==> src/design/tensor_axis_permute_defines.svh <==
// assertion macros for the tensor axis permute block
`ifndef TENSOR_AXIS_PERMUTE_DEFINES_SVH
`define TENSOR_AXIS_PERMUTE_DEFINES_SVH
`ifndef SYNTHESIS
`define TAP_ASSERT_SAME(label, clk, rst, ante, cons) \
  label: assert property (@(posedge clk) disable iff (rst) (ante) |-> (cons)) \
    else $error("tap assertion failed");
`define TAP_ASSERT_NEXT(label, clk, rst, ante, cons) \
  label: assert property (@(posedge clk) disable iff (rst) (ante) |=> (cons)) \
    else $error("tap assertion failed");
`else
`define TAP_ASSERT_SAME(label, clk, rst, ante, cons)
`define TAP_ASSERT_NEXT(label, clk, rst, ante, cons)
`endif
`endif

==> src/design/tap_pkg.sv <==
// shared types, register map and helpers for the tensor axis permute block
package tap_pkg;

  localparam int unsigned REG_W  = 9;
  localparam int unsigned IDX_W  = 32;
  localparam int unsigned DATA_W = 32;
  localparam int unsigned ADDR_W = 5;
  localparam int unsigned RIDX_W = 3;

  localparam logic [RIDX_W-1:0] REG_BATCH_COUNT     = 3'd0;
  localparam logic [RIDX_W-1:0] REG_EXTENT_FIRST    = 3'd1;
  localparam logic [RIDX_W-1:0] REG_EXTENT_SECOND   = 3'd2;
  localparam logic [RIDX_W-1:0] REG_EXTENT_THIRD    = 3'd3;
  localparam logic [RIDX_W-1:0] REG_PLACE_OF_FIRST  = 3'd4;
  localparam logic [RIDX_W-1:0] REG_PLACE_OF_SECOND = 3'd5;
  localparam logic [RIDX_W-1:0] REG_PLACE_OF_THIRD  = 3'd6;

  localparam logic [1:0] PLACE_NONE = 2'd3;

  typedef struct packed {
    logic [REG_W-1:0] batch_count;
    logic [REG_W-1:0] extent_first;
    logic [REG_W-1:0] extent_second;
    logic [REG_W-1:0] extent_third;
    logic [1:0]       place_of_first;
    logic [1:0]       place_of_second;
    logic [1:0]       place_of_third;
  } cfg_t;

  typedef enum logic [1:0] {
    ST_SETUP_MUL,
    ST_SETUP_ACC,
    ST_RUN
  } state_t;

  typedef enum logic [2:0] {
    STEP_STRIDE,
    STEP_VOLUME,
    STEP_THIRD,
    STEP_SECOND,
    STEP_FIRST,
    STEP_BATCH
  } step_t;

  typedef struct packed {
    logic  mul_en;
    logic  acc_en;
    logic  advance;
    step_t step;
  } cmd_t;

  function automatic logic [REG_W-1:0] clamp_size(logic [REG_W-1:0] v, int unsigned maxv);
    logic [REG_W-1:0] r;
    if (v == '0) begin
      r = REG_W'(1);
    end else if (32'(v) > maxv) begin
      r = REG_W'(maxv);
    end else begin
      r = v;
    end
    return r;
  endfunction

endpackage

==> src/design/tap_regs.sv <==
// configuration register file with apb-style access
module tap_regs (
  input  logic                          clk,
  input  logic                          rst,
  input  logic                          psel,
  input  logic                          penable,
  input  logic                          pwrite,
  input  logic [tap_pkg::ADDR_W-1:0]    paddr,
  input  logic [tap_pkg::DATA_W-1:0]    pwdata,
  output logic [tap_pkg::DATA_W-1:0]    prdata,
  output logic                          pready,
  output tap_pkg::cfg_t                 cfg,
  output logic                          cfg_wr
);

  logic [tap_pkg::RIDX_W-1:0] ridx;

  assign ridx   = paddr[tap_pkg::ADDR_W-1:2];
  assign pready = 1'b1;
  assign cfg_wr = psel && penable && pwrite;

  always_ff @(posedge clk) begin
    if (rst) begin
      cfg.batch_count     <= tap_pkg::REG_W'(1);
      cfg.extent_first    <= tap_pkg::REG_W'(1);
      cfg.extent_second   <= tap_pkg::REG_W'(1);
      cfg.extent_third    <= tap_pkg::REG_W'(1);
      cfg.place_of_first  <= 2'd0;
      cfg.place_of_second <= 2'd1;
      cfg.place_of_third  <= 2'd2;
    end else if (cfg_wr) begin
      case (ridx)
        tap_pkg::REG_BATCH_COUNT:     cfg.batch_count     <= pwdata[tap_pkg::REG_W-1:0];
        tap_pkg::REG_EXTENT_FIRST:    cfg.extent_first    <= pwdata[tap_pkg::REG_W-1:0];
        tap_pkg::REG_EXTENT_SECOND:   cfg.extent_second   <= pwdata[tap_pkg::REG_W-1:0];
        tap_pkg::REG_EXTENT_THIRD:    cfg.extent_third    <= pwdata[tap_pkg::REG_W-1:0];
        tap_pkg::REG_PLACE_OF_FIRST:  cfg.place_of_first  <= pwdata[1:0];
        tap_pkg::REG_PLACE_OF_SECOND: cfg.place_of_second <= pwdata[1:0];
        tap_pkg::REG_PLACE_OF_THIRD:  cfg.place_of_third  <= pwdata[1:0];
        default: ;
      endcase
    end
  end

  always_comb begin
    case (ridx)
      tap_pkg::REG_BATCH_COUNT:     prdata = tap_pkg::DATA_W'(cfg.batch_count);
      tap_pkg::REG_EXTENT_FIRST:    prdata = tap_pkg::DATA_W'(cfg.extent_first);
      tap_pkg::REG_EXTENT_SECOND:   prdata = tap_pkg::DATA_W'(cfg.extent_second);
      tap_pkg::REG_EXTENT_THIRD:    prdata = tap_pkg::DATA_W'(cfg.extent_third);
      tap_pkg::REG_PLACE_OF_FIRST:  prdata = tap_pkg::DATA_W'(cfg.place_of_first);
      tap_pkg::REG_PLACE_OF_SECOND: prdata = tap_pkg::DATA_W'(cfg.place_of_second);
      tap_pkg::REG_PLACE_OF_THIRD:  prdata = tap_pkg::DATA_W'(cfg.place_of_third);
      default:                      prdata = '0;
    endcase
  end

endmodule

==> src/design/tap_ctrl.sv <==
// controller: setup sequencing, input stall and output valid
module tap_ctrl (
  input  logic          clk,
  input  logic          rst,
  input  logic          cfg_wr,
  input  logic          in_valid,
  input  logic          out_stall,
  output logic          in_stall,
  output logic          out_valid,
  output tap_pkg::cmd_t cmd
);

  tap_pkg::state_t state, state_next;
  tap_pkg::step_t  step, step_next;
  logic            out_valid_next;
  logic            accept;

  assign accept = in_valid && !in_stall;

  always_ff @(posedge clk) begin
    if (rst) begin
      state     <= tap_pkg::ST_SETUP_MUL;
      step      <= tap_pkg::STEP_STRIDE;
      out_valid <= 1'b0;
    end else begin
      state     <= state_next;
      step      <= step_next;
      out_valid <= out_valid_next;
    end
  end

  // next state
  always_comb begin
    state_next     = state;
    step_next      = step;
    out_valid_next = accept || (out_valid && out_stall);
    if (cfg_wr) begin
      state_next = tap_pkg::ST_SETUP_MUL;
      step_next  = tap_pkg::STEP_STRIDE;
    end else begin
      case (state)
        tap_pkg::ST_SETUP_MUL: state_next = tap_pkg::ST_SETUP_ACC;
        tap_pkg::ST_SETUP_ACC: begin
          if (step == tap_pkg::STEP_BATCH) begin
            state_next = tap_pkg::ST_RUN;
          end else begin
            state_next = tap_pkg::ST_SETUP_MUL;
          end
          case (step)
            tap_pkg::STEP_STRIDE: step_next = tap_pkg::STEP_VOLUME;
            tap_pkg::STEP_VOLUME: step_next = tap_pkg::STEP_THIRD;
            tap_pkg::STEP_THIRD:  step_next = tap_pkg::STEP_SECOND;
            tap_pkg::STEP_SECOND: step_next = tap_pkg::STEP_FIRST;
            tap_pkg::STEP_FIRST:  step_next = tap_pkg::STEP_BATCH;
            default:              step_next = tap_pkg::STEP_STRIDE;
          endcase
        end
        tap_pkg::ST_RUN: state_next = tap_pkg::ST_RUN;
        default:         state_next = tap_pkg::ST_SETUP_MUL;
      endcase
    end
  end

  // outputs
  always_comb begin
    in_stall    = (state != tap_pkg::ST_RUN) || (out_valid && out_stall);
    cmd.mul_en  = (state == tap_pkg::ST_SETUP_MUL);
    cmd.acc_en  = (state == tap_pkg::ST_SETUP_ACC);
    cmd.advance = in_valid && !in_stall;
    cmd.step    = step;
  end

endmodule

==> src/design/tap_dp.sv <==
// datapath: position counters, stride setup multiplier and index update
module tap_dp #(
  parameter int unsigned EXTENT_MAX    = 256,
  parameter int unsigned BATCH_MAX     = 256,
  parameter int unsigned ELEMENT_WIDTH = 32
) (
  input  logic                          clk,
  input  logic                          rst,
  input  tap_pkg::cmd_t                 cmd,
  input  tap_pkg::cfg_t                 cfg,
  input  logic [tap_pkg::DATA_W-1:0]    element_bits,
  output logic [tap_pkg::DATA_W-1:0]    element_out,
  output logic [tap_pkg::IDX_W-1:0]     dest_index,
  output logic                          last_of_tensor,
  output logic                          config_error
);

  localparam int unsigned CW    = $clog2(EXTENT_MAX);
  localparam int unsigned BW    = (BATCH_MAX > 1) ? $clog2(BATCH_MAX) : 1;
  localparam int unsigned CMP_W = ((CW > tap_pkg::REG_W) ? CW : tap_pkg::REG_W) + 1;
  localparam int unsigned CMPB_W = ((BW > tap_pkg::REG_W) ? BW : tap_pkg::REG_W) + 1;
  localparam int unsigned OUT_W = (ELEMENT_WIDTH < tap_pkg::DATA_W) ? ELEMENT_WIDTH
                                                                     : tap_pkg::DATA_W;
  localparam logic [tap_pkg::DATA_W-1:0] ELEM_MASK =
    tap_pkg::DATA_W'((64'd1 << OUT_W) - 64'd1);

  logic [CW-1:0] pos_first, pos_second, pos_third;
  logic [BW-1:0] batch_pos;

  logic [tap_pkg::REG_W-1:0] ext [3];
  logic [tap_pkg::REG_W-1:0] nb;
  logic [1:0]                place [3];
  logic [tap_pkg::IDX_W-1:0] nd [3];
  logic [tap_pkg::IDX_W-1:0] dstr [3];
  logic [tap_pkg::IDX_W-1:0] s [3];
  logic                      err;
  logic                      w_third, w_second, w_first, w_batch;

  // setup results and running contributions
  logic [tap_pkg::IDX_W-1:0] str0, vol, prod;
  logic [tap_pkg::IDX_W-1:0] c1, c2, p1, cb, idx;
  logic [tap_pkg::IDX_W-1:0] mul_a, mul_b;
  logic [tap_pkg::IDX_W-1:0] mul_full;

  always_comb begin
    ext[0]   = tap_pkg::clamp_size(cfg.extent_first, EXTENT_MAX);
    ext[1]   = tap_pkg::clamp_size(cfg.extent_second, EXTENT_MAX);
    ext[2]   = tap_pkg::clamp_size(cfg.extent_third, EXTENT_MAX);
    nb       = tap_pkg::clamp_size(cfg.batch_count, BATCH_MAX);
    place[0] = cfg.place_of_first;
    place[1] = cfg.place_of_second;
    place[2] = cfg.place_of_third;
    err = (place[0] == tap_pkg::PLACE_NONE) || (place[1] == tap_pkg::PLACE_NONE) ||
          (place[2] == tap_pkg::PLACE_NONE) || (place[0] == place[1]) ||
          (place[0] == place[2]) || (place[1] == place[2]);
    for (int j = 0; j < 3; j++) begin
      nd[j] = tap_pkg::IDX_W'(1);
    end
    for (int k = 0; k < 3; k++) begin
      if (place[k] != tap_pkg::PLACE_NONE) begin
        nd[place[k]] = tap_pkg::IDX_W'(ext[k]);
      end
    end
    dstr[0] = str0;
    dstr[1] = nd[2];
    dstr[2] = tap_pkg::IDX_W'(1);
    for (int k = 0; k < 3; k++) begin
      if (place[k] == tap_pkg::PLACE_NONE) begin
        s[k] = '0;
      end else begin
        s[k] = dstr[place[k]];
      end
    end
  end

  assign w_third  = (CMP_W'(pos_third) + CMP_W'(1)) >= CMP_W'(ext[2]);
  assign w_second = (CMP_W'(pos_second) + CMP_W'(1)) >= CMP_W'(ext[1]);
  assign w_first  = (CMP_W'(pos_first) + CMP_W'(1)) >= CMP_W'(ext[0]);
  assign w_batch  = (CMPB_W'(batch_pos) + CMPB_W'(1)) >= CMPB_W'(nb);

  // operand select for the shared multiplier
  always_comb begin
    case (cmd.step)
      tap_pkg::STEP_STRIDE: begin
        mul_a = nd[1];
        mul_b = nd[2];
      end
      tap_pkg::STEP_VOLUME: begin
        mul_a = nd[0];
        mul_b = str0;
      end
      tap_pkg::STEP_THIRD: begin
        mul_a = tap_pkg::IDX_W'(pos_third);
        mul_b = s[2];
      end
      tap_pkg::STEP_SECOND: begin
        mul_a = tap_pkg::IDX_W'(pos_second);
        mul_b = s[1];
      end
      tap_pkg::STEP_FIRST: begin
        mul_a = tap_pkg::IDX_W'(pos_first);
        mul_b = s[0];
      end
      tap_pkg::STEP_BATCH: begin
        mul_a = tap_pkg::IDX_W'(batch_pos);
        mul_b = vol;
      end
      default: begin
        mul_a = '0;
        mul_b = '0;
      end
    endcase
  end

  assign mul_full = mul_a * mul_b;

  always_ff @(posedge clk) begin
    if (rst) begin
      pos_first  <= '0;
      pos_second <= '0;
      pos_third  <= '0;
      batch_pos  <= '0;
    end else if (cmd.advance) begin
      pos_third <= w_third ? '0 : pos_third + CW'(1);
      if (w_third) begin
        pos_second <= w_second ? '0 : pos_second + CW'(1);
        if (w_second) begin
          pos_first <= w_first ? '0 : pos_first + CW'(1);
          if (w_first) begin
            batch_pos <= w_batch ? '0 : batch_pos + BW'(1);
          end
        end
      end
    end
  end

  // index invariant: idx = cb + pos_first * s0 + p1, p1 = c1 + c2
  always_ff @(posedge clk) begin
    if (cmd.mul_en) begin
      prod <= mul_full;
    end
    if (cmd.acc_en) begin
      case (cmd.step)
        tap_pkg::STEP_STRIDE: str0 <= prod;
        tap_pkg::STEP_VOLUME: vol  <= prod;
        tap_pkg::STEP_THIRD: begin
          c2 <= prod;
          p1 <= prod;
        end
        tap_pkg::STEP_SECOND: begin
          c1 <= prod;
          p1 <= p1 + prod;
        end
        tap_pkg::STEP_FIRST: idx <= prod + p1;
        tap_pkg::STEP_BATCH: begin
          cb  <= prod;
          idx <= idx + prod;
        end
        default: ;
      endcase
    end else if (cmd.advance) begin
      if (!w_third) begin
        c2  <= c2 + s[2];
        p1  <= p1 + s[2];
        idx <= idx + s[2];
      end else if (!w_second) begin
        c2  <= '0;
        c1  <= c1 + s[1];
        p1  <= c1 + s[1];
        idx <= idx + s[1] - c2;
      end else if (!w_first) begin
        c2  <= '0;
        c1  <= '0;
        p1  <= '0;
        idx <= idx + s[0] - p1;
      end else if (!w_batch) begin
        c2  <= '0;
        c1  <= '0;
        p1  <= '0;
        cb  <= cb + vol;
        idx <= cb + vol;
      end else begin
        c2  <= '0;
        c1  <= '0;
        p1  <= '0;
        cb  <= '0;
        idx <= '0;
      end
    end
  end

  // output register
  always_ff @(posedge clk) begin
    if (cmd.advance) begin
      element_out    <= element_bits & ELEM_MASK;
      dest_index     <= err ? '0 : idx;
      last_of_tensor <= w_third && w_second && w_first && w_batch;
      config_error   <= err;
    end
  end

endmodule

==> src/design/tensor_axis_permute.sv <==
// top level of the tensor axis permute address generator
//
//   channel  signals                           direction  transfer when
//   in       in_valid in_stall element_bits    to block   in_valid & !in_stall
//   out      out_valid out_stall element_out   from block out_valid & !out_stall
//            dest_index last_of_tensor config_error
//   cfg      psel penable pwrite paddr pwdata  to block   psel & penable & pwrite
//
// one element per cycle while running and no stalled result waits; a result appears the cycle after its transfer
// after reset and after every register write a setup runs: the single shared multiplier
// forms six stride and offset products, each in a multiply state and then an accumulate state
// in_stall stays high during setup, position counters survive register writes
// out_stall holds the output register and stalls the input only while a result waits
`include "tensor_axis_permute_defines.svh"
module tensor_axis_permute #(
  parameter int unsigned EXTENT_MAX    = 256,
  parameter int unsigned BATCH_MAX     = 256,
  parameter int unsigned ELEMENT_WIDTH = 32
) (
  input  logic                          clk,
  input  logic                          rst,
  input  logic                          psel,
  input  logic                          penable,
  input  logic                          pwrite,
  input  logic [tap_pkg::ADDR_W-1:0]    paddr,
  input  logic [tap_pkg::DATA_W-1:0]    pwdata,
  output logic [tap_pkg::DATA_W-1:0]    prdata,
  output logic                          pready,
  input  logic                          in_valid,
  output logic                          in_stall,
  input  logic [tap_pkg::DATA_W-1:0]    element_bits,
  output logic                          out_valid,
  input  logic                          out_stall,
  output logic [tap_pkg::DATA_W-1:0]    element_out,
  output logic [tap_pkg::IDX_W-1:0]     dest_index,
  output logic                          last_of_tensor,
  output logic                          config_error
);

  tap_pkg::cfg_t cfg;
  tap_pkg::cmd_t cmd;
  logic          cfg_wr;

  tap_regs u_regs (
    .clk     (clk),
    .rst     (rst),
    .psel    (psel),
    .penable (penable),
    .pwrite  (pwrite),
    .paddr   (paddr),
    .pwdata  (pwdata),
    .prdata  (prdata),
    .pready  (pready),
    .cfg     (cfg),
    .cfg_wr  (cfg_wr)
  );

  tap_ctrl u_ctrl (
    .clk       (clk),
    .rst       (rst),
    .cfg_wr    (cfg_wr),
    .in_valid  (in_valid),
    .out_stall (out_stall),
    .in_stall  (in_stall),
    .out_valid (out_valid),
    .cmd       (cmd)
  );

  tap_dp #(
    .EXTENT_MAX    (EXTENT_MAX),
    .BATCH_MAX     (BATCH_MAX),
    .ELEMENT_WIDTH (ELEMENT_WIDTH)
  ) u_dp (
    .clk            (clk),
    .rst            (rst),
    .cmd            (cmd),
    .cfg            (cfg),
    .element_bits   (element_bits),
    .element_out    (element_out),
    .dest_index     (dest_index),
    .last_of_tensor (last_of_tensor),
    .config_error   (config_error)
  );

  `TAP_ASSERT_NEXT(a_cfg_write_stalls, clk, rst, psel && penable && pwrite, in_stall)
  `TAP_ASSERT_NEXT(a_transfer_gives_result, clk, rst, in_valid && !in_stall, out_valid)
  `TAP_ASSERT_SAME(a_error_zero_index, clk, rst, out_valid && config_error, dest_index == 32'd0)

endmodule

==> config.mk <==
export PLATFORM = sky130hd
export DESIGN_NAME = tensor_axis_permute
export DESIGN_NICKNAME = d
export VERILOG_FILES = /design/src/design/tap_pkg.sv /design/src/design/tap_regs.sv /design/src/design/tap_ctrl.sv /design/src/design/tap_dp.sv /design/src/design/tensor_axis_permute.sv
export VERILOG_INCLUDE_DIRS = /design/src /design/src/design
export SDC_FILE = /design/constraint.sdc
export NUM_CORES = 2
export LEC_CHECK = 0
export ABC_CLOCK_PERIOD_IN_PS = 10370
export BUFFER_PORTS_ARGS = -buffer_cell sky130_fd_sc_hd__buf_4
export CAP_MARGIN = 25
export CORE_ASPECT_RATIO = 0.75
export CORE_MARGIN = 5
export CORE_UTILIZATION = 55
export CTS_BUF_LIST = sky130_fd_sc_hd__clkbuf_8 sky130_fd_sc_hd__clkbuf_16
export CTS_CLUSTER_DIAMETER = 40
export DETAILED_ROUTE_END_ITERATION = 16
export PLACE_DENSITY = 0.72
export SETUP_SLACK_MARGIN = 0.3
export SKIP_LAST_GASP = 1
export SLEW_MARGIN = 10
export SYNTH_ARGS = -nofsm -noshare
export SYNTH_HDL_FRONTEND = slang
export SYNTH_SLANG_ARGS = --single-unit
==> constraint.sdc <==
create_clock -name clk -period 10.37 [get_ports clk]
set_input_delay 0.5185 -clock clk [delete_from_list [all_inputs] [get_ports clk]]
set_output_delay 0.5185 -clock clk [all_outputs]
set_load 0.02 [all_outputs]
# Word-level counts from Yosys, hierarchy flattened
# Index checks and enable logic that the tools add are counted.
[totals] ff_bits=402 input_bits=76 output_inout_bits=101
[op_classes] add_sub_neg=19 n_mul=1 order_cmp=14 eq_ne=28 n_mux=67 bitwise_logic=6 reduce_logical=47
[ops] op="$mux 32" count=36
[ops] op="$pmux 32 s6" count=2
[ops] op="$add 32x32->32" count=9
[ops] op="$mux 96" count=3
[ops] op="$bmux 32 s2" count=3
[ops] op="$bwmux 96" count=2
[ops] op="$demux 32 s2" count=3
[ops] op="$pmux 32 s2" count=2
[ops] op="$and 70x93->93" count=1
[ops] op="$mux 9" count=8
[ops] op="$sub 32x32->32" count=2
[ops] op="$pmux 9 s7" count=1
[ops] op="$ge 10x9->1" count=4
[ops] op="$add 8x1->9 const B" count=4
[ops] op="$gt 9x9->1 const B" count=4
[ops] op="$logic_not 9->1" count=4
[ops] op="$add 8x1->8 const B" count=4
[ops] op="$mul 32x32->32" count=1
[ops] op="$mux 8" count=4
[ops] op="$reduce_and 2->1" count=13
[ops] op="$eq 3x3->1 const B" count=5
[ops] op="$pmux 3 s5" count=1
[ops] op="$eq 3x2->1 const B" count=4
[ops] op="$logic_and 1x1->1" count=10
[ops] op="23 further kinds" count=52

# Logic depth before layout (Yosys ltp)
[depth] depth_word=23 ltp_mapped=37

# Hierarchy
# A second synthesis with hierarchy kept.
[hier_totals] cells_unflattened=4942 area_unflattened_um2=44152.3
[by_module_without_submodules] module="tap_dp" n_inst=1 cells_per_inst=4698 area_each_um2=41643.7 seq_area_each_um2=10309.9
[by_module_without_submodules] module="tap_regs" n_inst=1 cells_per_inst=213 area_each_um2=2235.9 seq_area_each_um2=840.8
[by_module_without_submodules] module="tap_ctrl" n_inst=1 cells_per_inst=31 area_each_um2=272.8 seq_area_each_um2=120.1

# Least setup slack after synthesis
# No wires, ideal clock.
[synth_timing] path_kind="register to register" from="register u_regs.cfg[3] (netlist name)" to="register u_dp.prod[28] (netlist bit), data pin" setup_ps=259 t_arrival_ps=7765 required_ps=10111 path_slack_ps=2346 stages_incl_launch_ff=33 cell_sequence="dfxtp_1 > buf_2 > nor2b_1 > nor3b_1 > a22oi_1 > a21oi_1 > mux2i_1 > nor2_1 > a211oi_1 > o21ai_1 > nand2_1 > fa_1 > inv_1 > fa_1 > fa_1 > inv_1 > fa_1 > inv_1 > ha_1 > ha_1 > fa_1 > inv_1 > fa_1 > inv_1 > ha_1 > or3_1 > or3_1 > a31oi_1 > nor3_1 > a31o_2 > a41oi_1 > nand2b_1 > xor2_1"
[synth_via] elab_chain_len=15 elab_cells_between_ends=27 classes_between="1 x mul; 2 x order compare; 2 x eq/ne; 20 x mux; 1 x bitwise; 1 x reduce/logical"
[synth_lines] element="$not 2->3 (implied by the code)" line="tap_dp.sv:61, tap_dp.sv:71"
[synth_lines] element="$ge 3x3->1 (implied by the code) or $lt 3x1->1 (tied branches)" line="tap_dp.sv:61" rtl="nd[place[k]] = tap_pkg::IDX_W'(ext[k]);"
[synth_lines] element="$logic_and 1x1->1 (implied by the code)" line="tap_dp.sv:61"
[synth_lines] element="$mux 32 (implied by the code)" line="tap_dp.sv:61"
[synth_lines] element="$demux 32 s2" line="tap_dp.sv:61"
[synth_lines] element="$bwmux 96" line="tap_dp.sv:61"
[synth_lines] element="$mux 96" line="tap_dp.sv:60" rtl="if (place[k] != tap_pkg::PLACE_NONE) begin"
[synth_lines] element="$bwmux 96" line="tap_dp.sv:61"
[synth_lines] element="$mux 96" line="tap_dp.sv:60"
[synth_lines] element="$bmux 32 s2" line="tap_dp.sv:71" rtl="s[k] = dstr[place[k]];"
[synth_lines] element="$mux 32 (implied by the code) (2 in series)" line="tap_dp.sv:71"
[synth_lines] element="$mux 32" line="tap_dp.sv:68" rtl="if (place[k] == tap_pkg::PLACE_NONE) begin"
[synth_lines] element="$pmux 32 s6" line="tap_dp.sv:83" rtl="case (cmd.step)"
[synth_lines] element="$mul 32x32->32 (*)" line="tap_dp.sv:115" rtl="assign mul_full = mul_a * mul_b;"
[synth_lines] element="net u_dp.mul_full (one bit)" line="tap_dp.sv:43" rtl="logic [tap_pkg::IDX_W-1:0] mul_full;"
[synth_lines] element="end signal: assignment" line="tap_dp.sv:140" rtl="prod <= mul_full;"
[synth_lines] element="end: declaration" line="tap_dp.sv:40" rtl="logic [tap_pkg::IDX_W-1:0] str0, vol, prod;"
# The timed path passes the listed nets; every way through them passes the cells marked *. The select of a mux whose other input is x is not followed.
# A chain may end at the register's enable or synchronous reset.

# Worst setup path after layout
[layout_timing] from="register u_regs.cfg[2] (netlist name)" to="register u_dp.prod[30] (netlist bit), data pin"
[layout_via] elab_chain_len=15 elab_cells_between_ends=27 classes_between="1 x mul; 2 x order compare; 2 x eq/ne; 20 x mux; 1 x bitwise; 1 x reduce/logical"
[layout_lines] element="$not 2->3 (implied by the code)" line="tap_dp.sv:61, tap_dp.sv:71"
[layout_lines] element="$ge 3x3->1 (implied by the code) or $lt 3x1->1 (tied branches)" line="tap_dp.sv:61"
[layout_lines] element="$logic_and 1x1->1 (implied by the code)" line="tap_dp.sv:61"
[layout_lines] element="$mux 32 (implied by the code)" line="tap_dp.sv:61"
[layout_lines] element="$demux 32 s2" line="tap_dp.sv:61"
[layout_lines] element="$bwmux 96" line="tap_dp.sv:61"
[layout_lines] element="$mux 96" line="tap_dp.sv:60"
[layout_lines] element="$bwmux 96" line="tap_dp.sv:61"
[layout_lines] element="$mux 96" line="tap_dp.sv:60"
[layout_lines] element="$bmux 32 s2" line="tap_dp.sv:71"
[layout_lines] element="$mux 32 (implied by the code) (2 in series)" line="tap_dp.sv:71"
[layout_lines] element="$mux 32" line="tap_dp.sv:68"
[layout_lines] element="$pmux 32 s6" line="tap_dp.sv:83"
[layout_lines] element="$mul 32x32->32 (*)" line="tap_dp.sv:115"
[layout_lines] element="net u_dp.mul_full (one bit)" line="tap_dp.sv:43"
# Marks and branches as above.

==> summary.md <==
| Metric | Value |
|---|---|
| Status | complete, no violations |
| Avg Cell Area, Syn | 8.83 sq um |
| Ys async rst share | 0% |
| P_int | 3.66 mW |
| Max Cap Viol | 0 |
| Ant. Diodes | 0 |
| Switching power | 1.63 mW |
| Setup crit end kind | register |
| Design area | ~50000 sq um |
| Ys flop type | edfxtp_1 |
| Port Buf Inserts | 127 |
| Final Setup Violations | 0 |
| Mapped Cells | 5082 |
| Leakage | 22.7 nW |
| DR vias/cell | approximately 6.3 |
| Clock network fraction of design power | between 40% and 50% |
| Hold endpoint | u_dp.element_out[10] |
| Critical Path Stages | 30 |
| Ys Warns | 0 |
| Final WL | roughly 150000 microns |
| Starting Density | between 50 and 60% |
| Tmin final | between 9 and 10 ns |
| Cell Area, Placed | 46900 sq um |
| Seq/Total Area, Yosys | about a quarter |
| R2r worst-path depth | 30 |
| Area delta synth->final | 10.1% |
| First-pass GRT wire length | 223000 microns |
| Total Power | 5.29 mW |
| Die Wd | 340 microns |
| Max Buffers Root-to-Sink | 3 |
| Switch share | 30.8% |
| Area of the multi-input gates | a little over 30000 sq um |
| Hold crit path type | in -> reg |
| Final period util | 92.3% |
| Register area | 11300 sq um |
| Clock sinks | 402 |
| Root Buffer | clkbuf_16 |
| Initial antenna violation count | 4 |
| HPWL after DPL | 114000 microns |
| RSZ-0062 raised after global routing | false |
| Worst Setup Start Kind | register |
| Yosys reg bits | 402 |
| Pin count of the biggest net entering global routing | 113 |
| Layout Nets | 5995 |
| Clk slew on worst S/H paths | 0.06 ns |
| Die height | roughly 260 microns |
| R2r startpoint | u_regs.cfg[2] |
| Htree depth | 3 |
| GRT Residual Overflow | 0 |
| Slowest CP cell | dfxtp_1 |
| Peak supply drop | 0.130 mV |
| Max-slew headroom | between 20 and 30% |
| Io pins | 177 |
| FF-to-FF setup slack | 0.80 ns |
| Final Hold Fails | 0 |
| Worst slew pin tran | 1.09 ns |
| Layout cells sized above 1 | 8.26% |
| GP Congestion | 1.00 |
| Die area | 87400 sq um |
| Critical Path Most Common Cell | fa_1 |
| Count of flip-flops with a built-in enable after synthesis | 322 |
| DR vias | 39.9k |
| Worst Path Max Fanout | 16 |
| Number of global-route vias before repair | between 30k and 40k |
| Final Slew Violations | 0 |
| CP Data Required Time | 10.73 ns |
| Gate power share | about 18% |
| Placement row count | 90 |
| TritonCTS clock tree | done |
| R2r endpoint | u_dp.prod[30] |
| WHS | roughly 0.063 ns |
| Core Region | between 80000 and 90000 sq um |
| Hold wc startpoint | element_bits[10] |
| Pwr Density | 107 nW/um^2 |
| Largest delay share family, worst path | adder cells |
| Critical Path AT | 9.93 ns |
| CP bufs+invs | 5 |
| Fmax | 105 MHz |
| DRT iter0 DRCs | around 4.4k |
| Hold_buf cts | 0 |
| CTS Buf Count | 75 |
| DRC Markers | 0 |
| Clock latency at the later pin of the worst-skew pair | 0.63 ns |
| Final ANT Viol Nets | 0 |
| Fillers | 7059 |
| DR WL/cell | roughly 23 microns |
| Crit path kind | reg -> reg |
| Sequential Power Share | between 30% and 40% |
| Yosys cell types | 116 |
| Post-synth design cell area | 44800 sq um |
| Setup Skew | 0.0330 ns |
| Total track usage | 32.6% |
| Detailed Routing Iterations Pass 1 | 9 |
| Hold path depth | 1 |
| CP peak stage delay | 0.72 ns |
| Setup TNS Final | 0 ns |
==> worst max-delay path by stage <==
| stage | end | start | slack, ns |
|---|---|---|---|
| 3_5_place_dp | u_dp.prod[28] | u_regs.cfg[2] | 0.87 |
| 2_1_floorplan | u_dp.prod[28] | u_regs.cfg[3] | 2.35 |
| 6_report | u_dp.prod[30] | u_regs.cfg[2] | 0.80 |
| 3_3_place_gp | u_dp.prod[31] | u_regs.cfg[3] | 1.04 |
| 4_1_cts | u_dp.prod[30] | u_regs.cfg[2] | 0.76 |
| 5_1_grt | u_dp.prod[31] | u_regs.cfg[2] | 0.39 |
==> what timing repair did <==
action | 4_1_cts | 5_1_grt
buffers inserted | 0 | 0
gates resized for setup | 0 | 2
setup endpoints to repair | 0 | 3
hold endpoints to repair | 0 | 0
==> power groups by stage <==
stage	logic [mW]	registers [mW]	clock network, mW
floorplan	0.673	1.86	0
global placement	0.902	1.90	0
detailed placement	0.918	1.90	0
CTS	0.925	1.87	2.48
global route	1.03	1.87	2.55
finish	0.956	1.87	2.46
==> cell type report <==
| class | instances | area share, % |
|---|---|---|
| Tap cell | 1058 | 2.68 |
| Clock buffer | 77 | 3.85 |
| Multi-Input combinational cell | 4000 | 62.7 |
| Inverter | 502 | 3.82 |
| Clock inverter | 59 | 1.15 |
| Sequential cell | 402 | 22.8 |
| Timing Repair Buffer | 192 | 2.97 |
==> logic make-up (layout without fill, tap and decap cells) <==
| family | count (synthesis) | count (layout) | synth area share, % |
|---|---|---|---|
| AND/OR/NAND/NOR | 1486 | 1486 | 15.4 |
| AO/OA/AOI/OAI | 1368 | 1368 | 20.6 |
| adder cells (fa/ha/maj) | 746 | 746 | 24.8 |
| buffers and inverters | 702 | 830 | 6.22 |
| flip-flops | 402 | 402 | 25.1 |
| XOR/XNOR | 296 | 296 | 5.81 |
| multiplexers | 80 | 80 | 2.02 |
| other | 2 | 24 | 0.0167 |
==> placed cells by master, fill, tap and decap left out, drive strengths merged, types with 24 or more instances in the layout <==
cell / n
xnor2: 188
fa: 241
and2: 64
mux2i: 67
nor3: 72
a22o: 27
or3: 36
ha: 505
conb: 24
nor2: 406
o21ai: 289
nor2b: 68
a211oi: 82
o31ai: 25
buf: 191
dfxtp: 80
a22oi: 43
inv: 529
o211ai: 41
nand4: 30
a21o: 135
o21a: 68
nand2: 527
clkbuf: 78
o21bai: 46
nand3: 89
xor2: 107
edfxtp: 322
and3: 38
a31oi: 53
a21oi: 357
nand2b: 64
==> cell usage after synthesis (72+ instances only) <==
cell | count | area share [%]
a21o_1 | 135 | 2.3
fa_1 | 241 | 11
nand2_1 | 527 | 4.4
a211oi_1 | 78 | 1.3
o21ai_0 | 269 | 3.0
edfxtp_1 | 322 | 22
clkbuf_1 | 128 | 1.1
dfxtp_1 | 80 | 3.6
nor3_1 | 72 | 0.80
inv_1 | 500 | 4.2
nor2_1 | 404 | 3.4
ha_1 | 505 | 14
xor2_1 | 107 | 2.1
xnor2_1 | 188 | 3.7
nand3_1 | 89 | 0.99
a21oi_1 | 353 | 3.9
==> worst reg2reg max path, delay by kind of cell, from the launching register on <==
kind,cells,cell delay (ns)
AOI/OAI and AO/OA,8,2.58
xor gates and xnor gates,1,0.07
adders and majority gates,9,3.73
buffers and inverters,5,0.24
DFF,1,0.72
and+or+nand+nor,7,1.97
==> metrics by stage <==
stage	worst slack, ns	instances	util (%)
finish	0.802	6290	61.3
floorplan	2.35	5104	-
detailed placement	0.866	6152	58.2
global placement	1.04	6152	58.2
CTS	0.760	6288	61.2
global route	0.386	6290	61.3
==> registers in the layout, summed over array words and instances (netlist names) <==
signal               count
u_regs.cfg              42
u_dp.pos_first           8
u_dp.c2                 32
u_dp.p1                 32
u_dp.pos_second          8
u_dp.config_error        1
u_dp.cb                 32
u_dp.vol                32
u_dp.prod               32
u_dp.str0               32
u_ctrl.step              3
u_dp.c1                 32
u_dp.element_out        32
u_dp.last_of_tensor      1
u_ctrl.out_valid         1
u_dp.batch_pos           8
u_dp.pos_third           8
u_ctrl.state             2
u_dp.idx                32
u_dp.dest_index         32
==> metal layers <==
layer / global-route usage, % / wire length, microns / up-vias
li1: - / - / 18300
met1: 47.4 / 63400 / 19100
met2: 48.2 / 62300 / 2203
met3: 6.67 / 16100 / 347
met4: 11.6 / 5940 / 2
met5: 0 / 13 / -
Note: power is estimated with default switching activity, not from simulation.
